### config.mk
export PLATFORM = sky130hd
export DESIGN_NAME = i2c_master_byte_engine
export DESIGN_NICKNAME = d
export VERILOG_FILES = /design/src/rtl/i2cm_pkg.sv /design/src/rtl/i2cm_front.sv /design/src/rtl/i2cm_back.sv /design/src/rtl/i2c_master_byte_engine.sv
export SDC_FILE = /design/constraint.sdc
export NUM_CORES = 1
export LEC_CHECK = 0
export BUFFER_PORTS_ARGS = -buffer_cell sky130_fd_sc_hd__buf_2
export CAP_MARGIN = 20
export CORE_MARGIN = 3
export CORE_UTILIZATION = 60
export DETAILED_ROUTE_END_ITERATION = 12
export GPL_TIMING_DRIVEN = 0
export PLACE_DENSITY = 0.8
export SLEW_MARGIN = 20
export SYNTH_ARGS = -nofsm -noshare
export SYNTH_HDL_FRONTEND = slang
export SYNTH_SLANG_ARGS = --single-unit
### constraint.sdc
create_clock -name clk -period 8.8 [get_ports clk]
set_input_delay 0.44 -clock clk [delete_from_list [all_inputs] [get_ports clk]]
set_output_delay 0.44 -clock clk [all_outputs]
set_load 0.005 [all_outputs]
### src/rtl/i2cm_pkg.sv
// ----------------------------------------------------------------------------
// i2cm_pkg
// Shared types and codes of the I2C master byte engine: command codes, the
// decoded request that passes from the front to the back, the result record
// and the bus state machine states.
// ----------------------------------------------------------------------------
package i2cm_pkg;

	localparam int unsigned QDEPTH = 2;

	localparam logic [1:0] CMD_TICK  = 2'd0;
	localparam logic [1:0] CMD_BEGIN = 2'd1;
	localparam logic [1:0] CMD_LOAD  = 2'd2;

	localparam logic [15:0] PHASE_TICKS_RST = 16'd5;

	typedef enum logic [1:0] {
		K_TICK,
		K_BEGIN,
		K_LOAD,
		K_NOP
	} kind_t;

	typedef struct packed {
		kind_t      kind;
		logic [6:0] device_address;
		logic       read_not_write;
		logic [7:0] byte_count;
		logic       send_stop;
		logic [7:0] tx_byte;
		logic       sda_in;
	} item_t;

	typedef struct packed {
		logic       scl_level;
		logic       sda_level;
		logic       sda_drive_enable;
		logic [7:0] rx_byte;
		logic       rx_valid;
		logic       tx_request;
		logic       busy_res;
		logic       done_res;
		logic       nack_error;
	} res_t;

	typedef enum logic [4:0] {
		ST_IDLE  = 5'd0,
		ST_SA    = 5'd1,
		ST_SB    = 5'd2,
		ST_SC    = 5'd3,
		ST_SD    = 5'd4,
		ST_TP1   = 5'd5,
		ST_TP2   = 5'd6,
		ST_TSET  = 5'd7,
		ST_THIGH = 5'd8,
		ST_TLOW  = 5'd9,
		ST_AREL  = 5'd10,
		ST_AHIGH = 5'd11,
		ST_WTX   = 5'd12,
		ST_RLOW  = 5'd13,
		ST_RHIGH = 5'd14,
		ST_MSET  = 5'd15,
		ST_MHIGH = 5'd16,
		ST_PA    = 5'd17,
		ST_PB    = 5'd18,
		ST_PC    = 5'd19,
		ST_PD    = 5'd20
	} state_t;

endpackage

### src/rtl/i2cm_front.sv
// ----------------------------------------------------------------------------
// i2cm_front
// Accepts requests, decodes the command code and holds decoded requests in
// a two-entry queue for the bus engine.
// ----------------------------------------------------------------------------
module i2cm_front (
	input  logic          clk,
	input  logic          arst_n,
	input  logic          push,
	output logic          full,
	input  logic [1:0]    cmd,
	input  logic [6:0]    device_address,
	input  logic          read_not_write,
	input  logic [7:0]    byte_count,
	input  logic          send_stop,
	input  logic [7:0]    tx_byte,
	input  logic          sda_in,
	output logic          item_valid,
	output i2cm_pkg::item_t item,
	input  logic          item_take
);
	import i2cm_pkg::*;

	item_t      fifo_q [QDEPTH];
	logic       wr_ptr_q, rd_ptr_q;
	logic [1:0] count_q;
	item_t      dec;
	logic       do_push, do_pop;

	always_comb begin
		dec.device_address = device_address;
		dec.read_not_write = read_not_write;
		dec.byte_count     = byte_count;
		dec.send_stop      = send_stop;
		dec.tx_byte        = tx_byte;
		dec.sda_in         = sda_in;
		unique case (cmd)
			CMD_TICK:  dec.kind = K_TICK;
			CMD_BEGIN: dec.kind = K_BEGIN;
			CMD_LOAD:  dec.kind = K_LOAD;
			default:   dec.kind = K_NOP;
		endcase
	end

	assign full       = (count_q == 2'(QDEPTH));
	assign item_valid = (count_q != 2'd0);
	assign item       = fifo_q[rd_ptr_q];
	assign do_push    = push && !full;
	assign do_pop     = item_take && item_valid;

	always_ff @(posedge clk) begin
		if (do_push) begin
			fifo_q[wr_ptr_q] <= dec;
		end
	end

	always_ff @(posedge clk or negedge arst_n) begin
		if (!arst_n) begin
			wr_ptr_q <= 1'b0;
			rd_ptr_q <= 1'b0;
			count_q  <= 2'd0;
		end else begin
			if (do_push) begin
				wr_ptr_q <= ~wr_ptr_q;
			end
			if (do_pop) begin
				rd_ptr_q <= ~rd_ptr_q;
			end
			count_q <= count_q + 2'(do_push) - 2'(do_pop);
		end
	end

endmodule

### src/rtl/i2cm_back.sv
// ----------------------------------------------------------------------------
// i2cm_back
// Bus engine: while its result queue has room, carries out one decoded request
// per cycle on the SCL/SDA state machine, one result each to a 2-entry queue.
// ----------------------------------------------------------------------------
module i2cm_back (
	input  logic            clk,
	input  logic            arst_n,
	input  logic            cfg_we,
	input  logic [15:0]     cfg_data,
	input  logic            item_valid,
	input  i2cm_pkg::item_t item,
	output logic            item_take,
	output logic            res_empty,
	output i2cm_pkg::res_t  res,
	input  logic            res_pop
);
	import i2cm_pkg::*;

	logic [15:0] phase_ticks_q;

	state_t      st_q, st_d;
	logic [15:0] timer_q, timer_d;
	logic [3:0]  bc_q, bc_d;
	logic [7:0]  sh_q, sh_d;
	logic [7:0]  br_q, br_d;
	logic        dir_q, dir_d;
	logic        stp_q, stp_d;
	logic        nack_q, nack_d;
	logic        scl_q, scl_d;
	logic        sda_q, sda_d;
	logic        oe_q, oe_d;

	logic        ev_done, ev_rx;
	logic [7:0]  ev_byte;
	logic [15:0] enter_val, timer_dec;
	logic [3:0]  bc_inc;
	logic [7:0]  sh_rx, br_dec;
	res_t        res_new;

	res_t        rq_q [QDEPTH];
	logic        rq_wr_q, rq_rd_q;
	logic [1:0]  rq_count_q;
	logic        do_pop;

	assign enter_val = (phase_ticks_q == 16'd0) ? 16'd1 : phase_ticks_q;
	assign timer_dec = (timer_q != 16'd0) ? timer_q - 16'd1 : 16'd0;
	assign bc_inc    = bc_q + 4'd1;
	assign sh_rx     = {sh_q[6:0], item.sda_in};
	assign br_dec    = (br_q != 8'd0) ? br_q - 8'd1 : 8'd0;

	always_comb begin
		st_d    = st_q;
		timer_d = timer_q;
		bc_d    = bc_q;
		sh_d    = sh_q;
		br_d    = br_q;
		dir_d   = dir_q;
		stp_d   = stp_q;
		nack_d  = nack_q;
		scl_d   = scl_q;
		sda_d   = sda_q;
		oe_d    = oe_q;
		ev_done = 1'b0;
		ev_rx   = 1'b0;
		ev_byte = 8'd0;
		case (item.kind)
			K_TICK: begin
				if (st_q != ST_IDLE && st_q != ST_WTX) begin
					timer_d = timer_dec;
					if (timer_dec == 16'd0) begin
						timer_d = enter_val;
						unique case (st_q)
							ST_SA: begin scl_d = 1'b1; st_d = ST_SB; end
							ST_SB: begin sda_d = 1'b0; st_d = ST_SC; end
							ST_SC: begin scl_d = 1'b0; st_d = ST_SD; end
							ST_SD: begin
								oe_d  = 1'b1;
								scl_d = 1'b0;
								st_d  = ST_TP1;
							end
							ST_TP1: st_d = ST_TP2;
							ST_TP2: begin
								bc_d  = 4'd0;
								sda_d = sh_q[7];
								st_d  = ST_TSET;
							end
							ST_TSET: begin
								sh_d  = {sh_q[6:0], 1'b0};
								scl_d = 1'b1;
								st_d  = ST_THIGH;
							end
							ST_THIGH: begin scl_d = 1'b0; st_d = ST_TLOW; end
							ST_TLOW: begin
								bc_d = bc_inc;
								if (bc_inc < 4'd8) begin
									sda_d = sh_q[7];
									st_d  = ST_TSET;
								end else begin
									sda_d = 1'b1;
									oe_d  = 1'b0;
									st_d  = ST_AREL;
								end
							end
							ST_AREL: begin scl_d = 1'b1; st_d = ST_AHIGH; end
							ST_AHIGH: begin
								if (item.sda_in) begin
									nack_d = 1'b1;
									if (stp_q) begin
										oe_d  = 1'b1;
										scl_d = 1'b0;
										st_d  = ST_PA;
									end else begin
										st_d    = ST_IDLE;
										timer_d = 16'd0;
										ev_done = 1'b1;
									end
								end else begin
									scl_d = 1'b0;
									if (dir_q) begin
										if (br_q == 8'd0) begin
											oe_d  = 1'b1;
											sda_d = 1'b1;
											st_d  = ST_MSET;
										end else begin
											sda_d = 1'b1;
											oe_d  = 1'b0;
											sh_d  = 8'd0;
											bc_d  = 4'd0;
											st_d  = ST_RLOW;
										end
									end else if (br_q == 8'd0) begin
										if (stp_q) begin
											oe_d = 1'b1;
											st_d = ST_PA;
										end else begin
											st_d    = ST_IDLE;
											timer_d = 16'd0;
											ev_done = 1'b1;
										end
									end else begin
										st_d    = ST_WTX;
										timer_d = 16'd0;
									end
								end
							end
							ST_RLOW: begin scl_d = 1'b1; st_d = ST_RHIGH; end
							ST_RHIGH: begin
								sh_d  = sh_rx;
								bc_d  = bc_inc;
								scl_d = 1'b0;
								if (bc_inc < 4'd8) begin
									st_d = ST_RLOW;
								end else begin
									ev_rx   = 1'b1;
									ev_byte = sh_rx;
									br_d    = br_dec;
									oe_d    = 1'b1;
									sda_d   = (br_dec == 8'd0);
									st_d    = ST_MSET;
								end
							end
							ST_MSET: begin scl_d = 1'b1; st_d = ST_MHIGH; end
							ST_MHIGH: begin
								scl_d = 1'b0;
								if (br_q != 8'd0) begin
									sda_d = 1'b1;
									oe_d  = 1'b0;
									sh_d  = 8'd0;
									bc_d  = 4'd0;
									st_d  = ST_RLOW;
								end else if (stp_q) begin
									oe_d = 1'b1;
									st_d = ST_PA;
								end else begin
									st_d    = ST_IDLE;
									timer_d = 16'd0;
									ev_done = 1'b1;
								end
							end
							ST_PA: begin sda_d = 1'b0; st_d = ST_PB; end
							ST_PB: begin scl_d = 1'b1; st_d = ST_PC; end
							ST_PC: begin sda_d = 1'b1; st_d = ST_PD; end
							ST_PD: begin
								st_d    = ST_IDLE;
								timer_d = 16'd0;
								ev_done = 1'b1;
							end
							default: begin
								st_d    = ST_IDLE;
								timer_d = 16'd0;
							end
						endcase
					end
				end
			end
			K_BEGIN: begin
				if (st_q == ST_IDLE) begin
					dir_d   = item.read_not_write;
					br_d    = item.byte_count;
					stp_d   = item.send_stop;
					sh_d    = {item.device_address, item.read_not_write};
					bc_d    = 4'd0;
					nack_d  = 1'b0;
					oe_d    = 1'b1;
					sda_d   = 1'b1;
					st_d    = ST_SA;
					timer_d = enter_val;
				end
			end
			K_LOAD: begin
				if (st_q == ST_WTX) begin
					sh_d    = item.tx_byte;
					br_d    = br_dec;
					oe_d    = 1'b1;
					scl_d   = 1'b0;
					st_d    = ST_TP1;
					timer_d = enter_val;
				end
			end
			default: ;
		endcase

		res_new.scl_level        = scl_d;
		res_new.sda_level        = sda_d;
		res_new.sda_drive_enable = oe_d;
		res_new.rx_byte          = ev_byte;
		res_new.rx_valid         = ev_rx;
		res_new.tx_request       = (st_d == ST_WTX);
		res_new.busy_res         = (st_d != ST_IDLE);
		res_new.done_res         = ev_done;
		res_new.nack_error       = ev_done && nack_d;
	end

	// take a request whenever the result queue has a free slot this cycle
	assign do_pop    = res_pop && (rq_count_q != 2'd0);
	assign item_take = item_valid && ((rq_count_q != 2'(QDEPTH)) || do_pop);
	assign res_empty = (rq_count_q == 2'd0);
	assign res       = rq_q[rq_rd_q];

	always_ff @(posedge clk) begin
		if (item_take) begin
			rq_q[rq_wr_q] <= res_new;
		end
	end

	always_ff @(posedge clk or negedge arst_n) begin
		if (!arst_n) begin
			phase_ticks_q <= PHASE_TICKS_RST;
			st_q          <= ST_IDLE;
			timer_q       <= 16'd0;
			bc_q          <= 4'd0;
			sh_q          <= 8'd0;
			br_q          <= 8'd0;
			dir_q         <= 1'b0;
			stp_q         <= 1'b0;
			nack_q        <= 1'b0;
			scl_q         <= 1'b1;
			sda_q         <= 1'b1;
			oe_q          <= 1'b0;
			rq_wr_q       <= 1'b0;
			rq_rd_q       <= 1'b0;
			rq_count_q    <= 2'd0;
		end else begin
			if (cfg_we) begin
				phase_ticks_q <= cfg_data;
			end
			if (item_take) begin
				st_q    <= st_d;
				timer_q <= timer_d;
				bc_q    <= bc_d;
				sh_q    <= sh_d;
				br_q    <= br_d;
				dir_q   <= dir_d;
				stp_q   <= stp_d;
				nack_q  <= nack_d;
				scl_q   <= scl_d;
				sda_q   <= sda_d;
				oe_q    <= oe_d;
				rq_wr_q <= ~rq_wr_q;
			end
			if (do_pop) begin
				rq_rd_q <= ~rq_rd_q;
			end
			rq_count_q <= rq_count_q + 2'(item_take) - 2'(do_pop);
		end
	end

endmodule

### src/rtl/i2c_master_byte_engine.sv
// ----------------------------------------------------------------------------
// i2c_master_byte_engine
// I2C master that turns a stream of tick, begin and write-byte requests into
// SCL/SDA pin levels, one result record per request.
// ----------------------------------------------------------------------------
// Every request yields exactly one result, in order. The block takes one
// request per clock and gives one result per clock while results are popped:
// the bus engine updates its whole state machine in one step per request, so
// that one step sets the rate. A request waits in the front queue until the
// engine takes it, and the engine writes its result straight into the result
// queue, whose head drives the result ports. Each side has a
// two-entry queue, so a stalled consumer fills the result queue first and
// then the request queue before full rises. phase_ticks (reset 5, zero taken
// as one) sets how many tick requests each SCL or SDA phase lasts; write it
// only while no request is in flight. A bus transaction runs: start, address
// byte with acknowledge, then either write bytes (tx_request asks for each
// via a write-byte request) or read bytes (acknowledged but for the last),
// and an optional stop. A missing acknowledge ends it with nack_error and at
// most one stop.
// ----------------------------------------------------------------------------
module i2c_master_byte_engine (
	input  logic        clk,
	input  logic        arst_n,
	// configuration
	input  logic        phase_ticks_wr_en,
	input  logic [15:0] phase_ticks_wr_data,
	// request side
	input  logic        push,
	output logic        full,
	input  logic [1:0]  cmd,
	input  logic [6:0]  device_address,
	input  logic        read_not_write,
	input  logic [7:0]  byte_count,
	input  logic        send_stop,
	input  logic [7:0]  tx_byte,
	input  logic        sda_in,
	// result side
	output logic        empty,
	input  logic        pop,
	output logic        scl_level,
	output logic        sda_level,
	output logic        sda_drive_enable,
	output logic [7:0]  rx_byte,
	output logic        rx_valid,
	output logic        tx_request,
	output logic        busy_res,
	output logic        done_res,
	output logic        nack_error
);
	import i2cm_pkg::*;

	// decoded request handed from the front queue to the engine
	item_t item;
	logic  item_valid;
	logic  item_take;
	res_t  res;

	// front: decode the command and hold up to two requests
	i2cm_front u_front (
		.clk            (clk),
		.arst_n         (arst_n),
		.push           (push),
		.full           (full),
		.cmd            (cmd),
		.device_address (device_address),
		.read_not_write (read_not_write),
		.byte_count     (byte_count),
		.send_stop      (send_stop),
		.tx_byte        (tx_byte),
		.sda_in         (sda_in),
		.item_valid     (item_valid),
		.item           (item),
		.item_take      (item_take)
	);

	// back: advance the bus state machine and queue the results
	i2cm_back u_back (
		.clk        (clk),
		.arst_n     (arst_n),
		.cfg_we     (phase_ticks_wr_en),
		.cfg_data   (phase_ticks_wr_data),
		.item_valid (item_valid),
		.item       (item),
		.item_take  (item_take),
		.res_empty  (empty),
		.res        (res),
		.res_pop    (pop)
	);

	// split the head result onto its ports
	assign scl_level        = res.scl_level;
	assign sda_level        = res.sda_level;
	assign sda_drive_enable = res.sda_drive_enable;
	assign rx_byte          = res.rx_byte;
	assign rx_valid         = res.rx_valid;
	assign tx_request       = res.tx_request;
	assign busy_res         = res.busy_res;
	assign done_res         = res.done_res;
	assign nack_error       = res.nack_error;

endmodule
==> impl_metrics.toml, run 1 <==
[timing]
rsz0062_at_grt = "false"
fin_tns_setup_ns = 0
slew_viol_final = 0
period_share = 0.5827
period_needed_ns = 5.128
worst_slew_pin_slew_ns = 0.7699
fmax_ghz = 0.1950
hold_viol_final = 0
skew_ns = 0.007348
relSlewSlack = 0.4861
setup_violations = 0

[detailed_routing]
detail-route-antenna-nets = 0
wire_per_inst_um = 19.54
drtIter0Drc = 612
routed_wl_um = 20200
num_vias = 6520
drt-pass1-iter-count = 5
drc = 0
viasPerCell = 6.306

[place]
dpl.hpwl_um = 14630
io_buffers = 63
place_congestion = 0.9767
dpl.cell_count = 1001

[global_route]
gr-total-overflow = 0
grt_pass1_vias = 6418
grt_usage = 0.2774
grt_max_degree = 39
antenna_found_initial = 0
grt_pass1_wl_um = 32400

[die]
die_h_um = 123.9
dieArea_um2 = 15350
initial_core_util = 0.6221
ioPinCount = 67
num_rows = 42
core_area_um2 = 13400
die_w_um = 123.9

[finish]
drive_above_1_share = 0.2249
final_common_cell = "edfxtp_1"
multi_input_area_um2 = 3664
n_fill_cell = 945
diodes = 0
area_growth_pct = 13.64
final_cell_mix = "88 x edfxtp_1, 68 x mux2_2, 67 x nand2_1, 67 x dfrtp_1, 66 x buf_2"
fin_cells = 1034
final_nets = 904
seq_area_um2 = 4424

[synthesis]
yosysSeqAreaShare = 0.5307
async_flop_share = 0.4465
syn_inst = 760
syn_nets = 819
avgSynthCellArea_um2 = 10.97
ys_ff_latch = 159
yosysWarnings = 0
synth.area.top_cells = "edfxtp_1 32%, dfrtp_1 20%, mux2_2 9.2%"
synth.largest_area_cell = "edfxtp_1"
synth_cell_type_count = 72
synth_top_area_frac = 0.3170
synth_edf_count = 88
synth-main-ff-cell = "edfxtp_1"
synth.cell_area_um2 = 8337

[cts]
clk_latency_ns = 0.43
cts_setup_buffers = 0
cts_sinks = 159
cts_tree = "yes"
htreeDepth = 4
clk_pin_slew_ns = 0.07
root_buffer = "clkbuf_16"
cts_buffers = 17
cts_hold_buf = 1
clockBufferDepth = 2
cts-resized-gates = 0

[pwr]
ir_drop_mv = 0.2038
cellLeakagePower_nw = 3.664
powerDensity_nw_per_um2 = 352.4

[worst_setup_path]
worstSetupPathType = "reg2reg"
worstPathMaxFanout = 10
end_kind = "flip-flop"
start_kind = "flip-flop"
required_ns = 9.11
cp.arrival_ns = 5.44

[run_status]
outcome = "complete, no violations"

[flow_run]
cap_violations = 0

[worst_hold_path]
hold_class = "in2reg"
==> critical path, stage by stage (launching register included) <==
cell and delay, ns:
dfrtp_1 0.39, buf_1 0.46, buf_1 0.47, buf_1 0.56
mux2i_1 0.69, inv_1 0.15, ha_1 0.24, clkbuf_1 0.23
nand2b_1 0.28, a211oi_2 0.54, clkbuf_1 0.48, o21ai_0 0.17
a221o_1 0.32
==> cell families after synthesis <==
group           count (synthesis)  share of synthesized area
fa+ha+maj                      10                    0.01501
compound gates                184                     0.1513
buf+inv                        66                    0.03122
simple gates                  253                     0.1580
flops                         159                     0.5307
mux                            74                    0.09905
xor+xnor                       14                    0.01471
==> routing by layer <==
metal	part of all wire	GRT usage
met5	0	0
met4	0.030	0.1170
met3	0.070	0.05223
met2	0.48	0.4447
met1	0.42	0.3730
==> synthesized netlist by cell type (all sizes together) (6+ instances only) <==
cell type / instances
inv: 20
and3: 8
xnor2: 10
nand4: 6
nor2b: 7
or4: 6
nand2b: 11
mux2: 68
or2: 6
clkbuf: 34
nor2: 46
buf: 12
a21oi: 31
a22o: 17
edfxtp: 88
nor3: 30
or3: 8
nand2: 67
dfrtp: 67
a22oi: 7
nand3: 16
nor4: 10
ha: 10
nor3b: 8
a31oi: 6
mux2i: 6
o31ai: 9
o21ai: 61
and2: 10
o211ai: 8
==> worst paths after layout <==
| path | startpoint | end | slack [ns] | depth (start not counted) |
|---|---|---|---|---|
| min reg2reg | u_back.bc_q[1] | u_back.bc_q[1] | 0.52 | 2 |
| max reg2reg | u_front.rd_ptr_q | u_back.timer_q[3] | 3.67 | 12 |
| max | u_front.rd_ptr_q | u_back.timer_q[3] | 3.67 | 12 |
| min in group asynchronous | arst_n | u_back.bc_q[3] | 0.51 | 2 |
| max in group asynchronous | arst_n | u_back.phase_ticks_q[2] | 7.67 | 3 |
| min | byte_count[2] | u_front.fifo_q[1][12] | 0.19 | 1 |
==> where the power goes <==
group	switching (mW)	internal (mW)	leakage (nW)
Sequential	0.150	1.05	1.69
Clock	0.311	0.365	0.258
Combinational	0.895	0.568	1.72
==> flip-flops by register name, indices dropped and copies added (netlist names) <==
| register | flops |
|---|---|
| u_back.scl_q | 1 |
| u_back.stp_q | 1 |
| u_back.oe_q | 1 |
| u_back.rq_q | 32 |
| u_back.timer_q | 16 |
| u_back.rq_count_q | 2 |
| u_back.rq_wr_q | 1 |
| u_front.wr_ptr_q | 1 |
| u_back.phase_ticks_q | 16 |
| u_front.rd_ptr_q | 1 |
| u_back.nack_q | 1 |
| u_back.br_q | 8 |
| u_back.rq_rd_q | 1 |
| u_back.sh_q | 8 |
| u_back.sda_q | 1 |
| u_back.st_q | 5 |
| u_back.bc_q | 4 |
| u_front.count_q | 2 |
| u_front.fifo_q | 56 |
| u_back.dir_q | 1 |
==> metrics by stage <==
step	utilization	hold slack, ns	worst slack [ns]	instance area, um^2	total power, mW
floorplan	-	0.1444	4.977	8337	2.205
global placement	0.6621	0.4740	3.885	8872	2.572
detailed placement	0.6661	0.4233	3.733	8926	2.639
CTS	0.7070	0.1837	3.726	9474	3.324
global route	0.7070	0.1729	3.289	9474	3.549
finish	0.7070	0.1920	3.672	9474	3.339
==> cell type report <==
cell class / count / share of cell area
buffer: 46 / 0.01955
clock buffer: 18 / 0.04530
clock inverter: 14 / 0.01149
inverter: 20 / 0.007924
multi-input combinational: 535 / 0.3867
sequential: 159 / 0.4670
tap: 176 / 0.02324
timing repair buffer: 66 / 0.03883
Note: power is estimated with default switching activity, not from simulation.
==> inputs of run 2 (changes only) <==
Clock period 8.8 ns to 4.8 ns, I/O delays scaled along.
==> run 2 against run 1 <==
Global-route usage up 0.59 points; hold slack got worse by 0.18 ns; maximum frequency grew 17%; non-clock buffer count up 22; largest cell class unchanged.
==> impl_metrics.toml, run 2 (synthesis results as in run 1) <==
[cts]
cts_buffers = 17
root_buffer = "clkbuf_16"
clk_pin_slew_ns = 0.06
htreeDepth = 4
cts_sinks = 159
clk_latency_ns = 0.43
clockBufferDepth = 2
cts_tree = "yes"

[detailed_routing]
viasPerCell = 6.283
drt-pass1-iter-count = 6
wire_per_inst_um = 19.76
drtIter0Drc = 691
drc = 0
num_vias = 6635
routed_wl_um = 20860
detail-route-antenna-nets = 0

[worst_setup_path]
worstPathMaxFanout = 12
cp.arrival_ns = 4.68
worstSetupPathType = "reg2reg"
end_kind = "flip-flop"
start_kind = "flip-flop"
cp_cell_sequence = "clkbuf_2 -> buf_2 -> mux2i_2 -> inv_1 -> ha_1 -> clkbuf_1 -> nand2b_1 -> a211oi_2 -> clkbuf_1 -> o21ai_0 -> a221o_1"
crit_slowest_cell = "dfrtp_1"
required_ns = 5.11
cpPeakStageDelay_ns = 0.66
cp_common_cell = "clkbuf_1"

[die]
initial_core_util = 0.6221
core_area_um2 = 13400
num_rows = 42
dieArea_um2 = 15350
die_w_um = 123.9
die_h_um = 123.9
ioPinCount = 67

[global_route]
grt_pass1_wl_um = 33060
antenna_found_initial = 0
gr-total-overflow = 0
grt_max_degree = 39
grt_usage = 0.2833
grt_pass1_vias = 6547

[finish]
largest_register_ff_count = 56
area_growth_pct = 16.43
final_cell_mix = "88 x edfxtp_1, 68 x mux2_2, 67 x buf_2, 67 x nand2_1, 67 x dfrtp_1"
final_common_cell = "edfxtp_1"
n_fill_cell = 906
final_nets = 926
top_register = "u_front.fifo_q"
diodes = 0
stdcell_area_um2 = 9707
top_regs = "u_front.fifo_q (56), u_back.rq_q (32)"
post-route-util = 0.7244
drive_above_1_share = 0.2227

[timing]
rsz0062_at_grt = "false"
period_needed_ns = 4.370
fmax_ghz = 0.2288
relSlewSlack = 0.4843
period_share = 0.9104
slew_viol_final = 0
hold_viol_final = 0
fin_tns_setup_ns = 0
setup_violations = 0
skew_ns = 0.009936
worst_slew_pin_slew_ns = 0.7665

[place]
dpl.hpwl_um = 14630
io_buffers = 63
place_congestion = 0.9767
placed_area_um2 = 8926

[worst_hold_path]
hold_class = "in2reg"

[pwr]
powerDensity_nw_per_um2 = 633.6
ir_drop_mv = 0.4251
cellLeakagePower_nw = 3.763

[flow_run]
cap_violations = 0

[run_status]
outcome = "complete, no violations"
-- run 2: cell types whose count changed in the layout (fill, tap and decap cells not counted) --
| cell | previous run | this run |
|---|---|---|
| dlygate4sd3_1 | 1 | 24 |
| buf_1 | 7 | 4 |
| buf_2 | 66 | 67 |
| clkbuf_2 | 0 | 1 |
| mux2i_1 | 6 | 5 |
| mux2i_2 | 0 | 1 |
-- run 2: per-layer routing --
layer  share of wire  vias to the layer above  track usage
li1                -                     3072            -
met1            0.42                     3188       0.3752
met2            0.49                      315       0.4600
met3           0.065                       60      0.05268
met4           0.032                        0       0.1218
met5               0                        -            0
-- run 2: worst max-delay path, delay by kind of cell (launching register included) --
| kind | cells | cell delay, ns |
|---|---|---|
| buffers and inverters | 5 | 1.53 |
| AO/OA/AOI/OAI | 3 | 1.04 |
| flip-flops | 1 | 0.66 |
| multiplexers | 1 | 0.50 |
| AND/OR/NAND/NOR | 1 | 0.28 |
| adder cells (fa/ha/maj) | 1 | 0.22 |
-- run 2: timing repair --
| item | CTS | global route |
|---|---|---|
| endpoints found under the setup margin | 24 | 25 |
| hold buffers | 21 | 3 |
| endpoints found under the hold margin | 70 | 6 |
| resized for setup | 2 | 1 |
| setup buffers | 0 | 0 |
-- run 2: where the power goes --
group / leakage, nW / internal (mW) / total (mW) / switching (mW)
clock: 0.258 / 0.670 / 1.25 / 0.576
combinational: 1.82 / 1.06 / 2.69 / 1.63
sequential: 1.69 / 1.92 / 2.22 / 0.294
-- run 2: area by class of cell --
cell class / instances / area (um^2) / share of cell area
buffer: 45 / 183.9 / 0.01895
clock buffer: 18 / 429.2 / 0.04421
clock inverter: 14 / 108.9 / 0.01121
inverter: 20 / 75.07 / 0.007734
multi-input combinational: 535 / 3667 / 0.3778
sequential: 159 / 4424 / 0.4558
tap: 176 / 220.2 / 0.02269
timing repair buffer: 89 / 598.1 / 0.06161
-- run 2: metrics by stage --
stage / setup slack [ns] / std cells / hold WS [ns] / total power [mW]
finish: 0.4299 / 1056 / 0.01229 / 6.150
global route: 0.1547 / 1056 / 0.006143 / 6.521
CTS: 0.1279 / 1054 / 0.001179 / 6.111
detailed placement: -0.2666 / 1001 / 0.2233 / 4.838
global placement: -0.1150 / 999 / 0.4282 / 4.715
floorplan: 0.9766 / 760 / -0.05559 / 4.042
-- run 2: path summary, 6_finish.rpt --
kind	endpoint	slack, ns	cells after the start	startpoint
worst max-delay path	u_back.timer_q[3]	0.43	11	u_front.rd_ptr_q
worst min-delay path	u_front.fifo_q[0][26]	0.01	1	cmd[0]
worst max register to register	u_back.timer_q[3]	0.43	11	u_front.rd_ptr_q
worst min register to register	u_back.bc_q[1]	0.52	2	u_back.bc_q[1]
max in group asynchronous	u_back.phase_ticks_q[0]	3.87	3	arst_n
min in group asynchronous	u_back.bc_q[3]	0.30	2	arst_n
